<file path="config.mk">
export PLATFORM = sky130hd
export DESIGN_NAME = wpd_cfg
export DESIGN_NICKNAME = d
export VERILOG_FILES = /design/src/rtl/core/wpd_pkg.sv /design/src/rtl/core/wpd_cfg.sv
export SDC_FILE = /design/constraint.sdc
export NUM_CORES = 2
export LEC_CHECK = 0
export BUFFER_PORTS_ARGS = -buffer_cell sky130_fd_sc_hd__buf_4
export CAP_MARGIN = 20
export CORE_UTILIZATION = 60
export CTS_CLUSTER_DIAMETER = 100
export DETAILED_ROUTE_END_ITERATION = 8
export GPL_TIMING_DRIVEN = 0
export PLACE_DENSITY = 0.89
export SYNTH_ARGS = -nofsm -noshare
export SYNTH_HDL_FRONTEND = slang
export SYNTH_SLANG_ARGS = --single-unit
</file>
<file path="constraint.sdc">
create_clock -name clk -period 11.75 [get_ports clk]
set_input_delay 1.175 -clock clk [delete_from_list [all_inputs] [get_ports clk]]
set_output_delay 1.175 -clock clk [all_outputs]
set_load 0.05 [all_outputs]
</file>
<file path="src/rtl/core/wpd_pkg.sv">
// ----------------------------------------------------------------------------
// wpd_pkg
// Shared types, constants and the quarter-wave sine entry function for the
// two-pole wave displacement block.
// ----------------------------------------------------------------------------
`timescale 1ns / 1ps
`default_nettype none

package wpd_pkg;

  localparam int COORD_W = 24;
  localparam int POS_W   = 26;
  localparam int RAD_W   = 24;
  localparam int AMP_W   = 16;
  localparam int TIME_W  = 32;
  localparam int DISP_W  = 18;
  localparam int MAG_W   = 26;
  localparam int SQ_W    = 52;
  localparam int R2_W    = 48;
  localparam int Q_W     = 17;
  localparam int W_W     = 17;
  localparam int SIN_W   = 13;
  localparam int TERM_W  = 20;
  localparam int CFG_IDX_W  = 3;
  localparam int CFG_DATA_W = 24;

  localparam logic [CFG_IDX_W-1:0] CFG_ACTIVE    = 3'd0;
  localparam logic [CFG_IDX_W-1:0] CFG_CENTER_X  = 3'd1;
  localparam logic [CFG_IDX_W-1:0] CFG_CENTER_Z  = 3'd2;
  localparam logic [CFG_IDX_W-1:0] CFG_RADIUS    = 3'd3;
  localparam logic [CFG_IDX_W-1:0] CFG_AMPLITUDE = 3'd4;

  localparam logic [RAD_W-1:0] RADIUS_RESET    = 24'd14080;
  localparam logic [AMP_W-1:0] AMPLITUDE_RESET = 16'd451;
  localparam logic [AMP_W-1:0] AMPLITUDE_DFLT  = 16'd451;
  localparam logic [RAD_W-1:0] RADIUS_DFLT_INT = 24'd55;

  // q16 scale factors for the second pole
  localparam logic [15:0] OFS_X_Q16 = 16'd27525;
  localparam logic [15:0] OFS_Z_Q16 = 16'd20093;
  localparam logic [15:0] RAD_Q16   = 16'd57672;
  localparam logic [15:0] AMP_Q16   = 16'd53740;

  localparam logic [31:0] PHASE_MUL0 = 32'd922813121;
  localparam logic [31:0] PHASE_OFS0 = 32'd0;
  localparam logic [31:0] PHASE_MUL1 = 32'd1107375745;
  localparam logic [31:0] PHASE_OFS1 = 32'd1483336620;

  localparam longint unsigned HALF_PI_Q30 = 64'd1686629713;
  localparam longint unsigned ONE_Q30     = 64'd1 << 30;

  typedef struct packed {
    logic signed [POS_W-1:0] px;
    logic signed [POS_W-1:0] pz;
    logic [RAD_W-1:0]        r;
    logic [AMP_W-1:0]        amp;
  } pole_t;

  typedef struct packed {
    logic  active;
    pole_t p0;
    pole_t p1;
  } cfg_t;

  // quarter-wave sine entry, q12, from a short taylor series in q30
  function automatic logic [SIN_W-1:0] sine_entry(input int bits, input int i);
    longint unsigned a;
    longint unsigned a2;
    longint unsigned r;
    longint unsigned v;
    a  = (longint'(i) * HALF_PI_Q30) >> bits;
    a2 = (a * a) >> 30;
    r  = ONE_Q30;
    r  = ONE_Q30 - ((a2 * r) >> 30) / 156;
    r  = ONE_Q30 - ((a2 * r) >> 30) / 110;
    r  = ONE_Q30 - ((a2 * r) >> 30) / 72;
    r  = ONE_Q30 - ((a2 * r) >> 30) / 42;
    r  = ONE_Q30 - ((a2 * r) >> 30) / 20;
    r  = ONE_Q30 - ((a2 * r) >> 30) / 6;
    v  = (((a * r) >> 30) + (64'd1 << 17)) >> 18;
    return v[SIN_W-1:0];
  endfunction

endpackage

`default_nettype wire

</file>
<file path="src/rtl/core/wpd_cfg.sv">
// ----------------------------------------------------------------------------
// wpd_cfg
// Configuration registers and the derived per-pole geometry.
// ----------------------------------------------------------------------------
`timescale 1ns / 1ps
`default_nettype none

module wpd_cfg #(
  parameter int COORD_FRAC_BITS = 8
) (
  input  logic                              clk,
  input  logic                              rst,
  input  logic                              we,
  input  logic [wpd_pkg::CFG_IDX_W-1:0]     index,
  input  logic [wpd_pkg::CFG_DATA_W-1:0]    data,
  output wpd_pkg::cfg_t                     cfg
);
  import wpd_pkg::*;

  localparam logic [RAD_W-1:0] RAD_ONE  = RAD_W'(1) << COORD_FRAC_BITS;
  localparam logic [RAD_W-1:0] RAD_DFLT = RADIUS_DFLT_INT << COORD_FRAC_BITS;

  logic                      active;
  logic signed [COORD_W-1:0] center_x;
  logic signed [COORD_W-1:0] center_z;
  logic [RAD_W-1:0]          wave_radius;
  logic [AMP_W-1:0]          wave_amplitude;

  logic [RAD_W-1:0] rad;
  logic [AMP_W-1:0] amp;
  logic [RAD_W+15:0] ox_prod, oz_prod, r_prod;
  logic [AMP_W+15:0] a_prod;
  pole_t p0, p1;

  always_ff @(posedge clk) begin
    if (rst) begin
      active         <= 1'b0;
      center_x       <= '0;
      center_z       <= '0;
      wave_radius    <= RADIUS_RESET;
      wave_amplitude <= AMPLITUDE_RESET;
    end else if (we) begin
      case (index)
        CFG_ACTIVE:    active         <= data[0];
        CFG_CENTER_X:  center_x       <= data;
        CFG_CENTER_Z:  center_z       <= data;
        CFG_RADIUS:    wave_radius    <= data;
        CFG_AMPLITUDE: wave_amplitude <= data[AMP_W-1:0];
        default: ;
      endcase
    end
  end

  always_comb begin
    rad     = (wave_radius > RAD_ONE) ? wave_radius : RAD_DFLT;
    amp     = (wave_amplitude != '0) ? wave_amplitude : AMPLITUDE_DFLT;
    ox_prod = rad * OFS_X_Q16 + (RAD_W+16)'(32768);
    oz_prod = rad * OFS_Z_Q16 + (RAD_W+16)'(32768);
    r_prod  = rad * RAD_Q16 + (RAD_W+16)'(32768);
    a_prod  = amp * AMP_Q16 + (AMP_W+16)'(32768);
  end

  // derived values are registered from the configuration registers
  always_ff @(posedge clk) begin
    p0.px  <= POS_W'(center_x);
    p0.pz  <= POS_W'(center_z);
    p0.r   <= rad;
    p0.amp <= amp;
    p1.px  <= POS_W'(center_x) + POS_W'(ox_prod[RAD_W+15:16]);
    p1.pz  <= POS_W'(center_z) + POS_W'(oz_prod[RAD_W+15:16]);
    p1.r   <= r_prod[RAD_W+15:16];
    p1.amp <= a_prod[AMP_W+15:16];
  end

  assign cfg.active = active;
  assign cfg.p0     = p0;
  assign cfg.p1     = p1;

endmodule

`default_nettype wire

</file>
==> metrics.txt <==
most used cell, CP fa_1; WP data required 12.25 ns; IO Port Bufs 213; crit share post-route 95.4%; vias 23600; family with the most delay on the worst path adder cells; Achievable Freq 89.2 MHz; post-synth top area share 25.8%; synth top area cells fa_1 26%, ha_1 24%, dfxtp_1 18%; Primary FF master, synth dfxtp_1; worst slew pin tran 1.18 ns; Root Driver clkbuf_16; fin area 34400 um2; area of the multi-input gates 22600 um2; hold slack 0.363 ns; number of synthesis warnings 0; clk_lat worst skew 0.63 ns; DR iter-0 viols 2077; CTS H-tree depth 1; placed insts 4093; Die Width 228 um; peak supply drop 0.146 mV; RSZ-0062 raised after global routing no; floorplan core area 50400 um2; die area 52100 um2; drt wl/cell 19.9 um; TritonCTS clock tree yes; net count after synthesis 4216; first-pass GRT wire length 130 mm; Via density 5.70; Pre-antenna DRT Iters 5; Worst Hold Class flip-flop to flip-flop; Post-Syn Instances 3202; Data arrival, critical path 11.71 ns; sequential share of power 18.7%; layout cells sized above 1 9.43%; Yosys cell types 84; P_int 3.10 mW; final non-filler cell total 4152; syn_area_per_cell 9.60 um2; Filler cells 3688; Final nets 4469; leakage power 18.7 nW; Final ANT Viol Nets 0; Yosys reg bits 269; Row Count 82; Comb power frac 63.9%; register area share after synthesis 17.5%; Die Span Y 228 um; DP Worst Slack 0.561 ns; max cap viols 0; top-count cell post-synth inv_1; Post-Route WL 82.5 mm; Synth top cells by count 655 x inv_1, 588 x ha_1, 396 x fa_1; CTS Buffer Depth 3; clk sinks 269; slowest CP cell nor3_1; Initial Utilization 61.0%; Setup violations, final 0; largest net degree at the start of global routing 18; Area Growth Syn to Fin 11.9%; CTS buffer count 30; status completed; Max Slew Vio Count 0; CP Launch Type flip-flop; total gr overflow 0; Worst Setup End Kind flip-flop; cell taking the most area after synthesis fa_1; P_sw 2.84 mW; CP Buf/Inv Count 4; post-DP HPWL 68.9 mm; gpl congestion 1.04; Worst-path clk slew 0.06 ns; CP Max Fanout 10; CP peak stage delay 0.56 ns; Hold Violations, Final 0; Synth async-reset ratio 0%; # DRC 0; Setup Total Neg Slack 0 ns; worst clock skew 0.0225 ns; Syn Std Cell Area 30700 um2; All-Layer GR Usage 32.1%; vias in the first global route 24300; Slew headroom 21.3%; min cycle time layout 11.21 ns; Final WS setup 0.539 ns; Power Dens Cells 172 nW/um2; Post-Place Cell Area 33300 um2; Crit Path Class flip-flop to flip-flop; initial antenna violation count 2; Ports 215; sw frac 47.8%; Clk pwr share 17.4%; FF/Latch Area 5390 um2; EDFF count, synth 0
[logic make-up after synthesis]
kind of cell / after synthesis / share of synthesized area, %
compound gates: 404 / 8.34
flops: 269 / 17.5
xor+xnor: 182 / 5.23
mux: 2 / 0.0692
simple gates: 639 / 10.2
fa+ha+maj: 985 / 49.8
buf+inv: 721 / 8.93
[worst register-to-register path: cells and delay by family (launching register included)]
| kind | cells | cell delay [ns] |
|---|---|---|
| adder cells (fa/ha/maj) | 8 | 3.50 |
| AND/OR/NAND/NOR | 14 | 3.01 |
| AO/OA/AOI/OAI | 11 | 2.83 |
| buffers and inverters | 4 | 1.33 |
| flip-flops | 1 | 0.30 |
| XOR/XNOR | 1 | 0.13 |
[final timing paths]
kind                  start        to  slack [ns]  cells past startpoint
min reg2reg     center_x[7]  cfg[165]        0.36                      0
max          wave_radius[7]   cfg[64]        0.54                     38
max reg2reg  wave_radius[7]   cfg[64]        0.54                     38
min             center_x[7]  cfg[165]        0.36                      0
[stage by stage]
stage                     util (%)  power (mW)
after floorplan                  -        3.82
after global placement        65.9        4.69
after detailed placement      66.0        4.82
after CTS                     68.2        5.90
after global routing          68.3        6.34
final                         68.3        5.93
[registers in the layout (all words and copies together) (netlist names)]
name            count
wave_radius        24
active              1
center_z           24
wave_amplitude     16
cfg               180
center_x           24
[area by class of cell]
cell class | count | share of cell area (%)
timing repair buffer | 221 | 4.99
tap | 672 | 2.44
inverter | 655 | 7.16
buffer | 66 | 0.829
clock buffer | 37 | 2.43
sequential | 269 | 15.7
multi-input combinational | 2212 | 65.7
antenna | 2 | 0.0145
clock inverter | 18 | 0.749
[routing by layer]
metal,GRT usage [%],up-vias,routed length [um]
met2,52.4,1107,38100
met5,0,-,0
li1,-,10800,-
met1,40.5,11500,32500
met4,13.4,0,3820
met3,8.03,263,8150
[power by group through the flow]
stage	logic, mW	clock network (mW)	registers [mW]
2_1_floorplan	2.31	0	1.51
3_3_place_gp	3.56	0	1.13
3_5_place_dp	3.69	0	1.13
4_1_cts	3.74	1.04	1.11
5_1_grt	4.13	1.09	1.12
6_report	3.79	1.03	1.11
[timing repair]
item,in CTS,in global routing
resized for setup,0,5
setup buffers,0,0
hold buffers,0,0
setup endpoints to repair,0,4
[placed cells by master, fill, tap and decap left out, drive strengths merged, types with 35 or more instances in the layout]
master,instances
xor2,68
buf,235
dfxtp,269
fa,396
a21o,36
a21oi,163
nand3,35
o21ai,67
ha,588
inv,659
xnor2,114
nor2,107
clkbuf,89
nand2,285
Note: power is estimated with default switching activity, not from simulation.
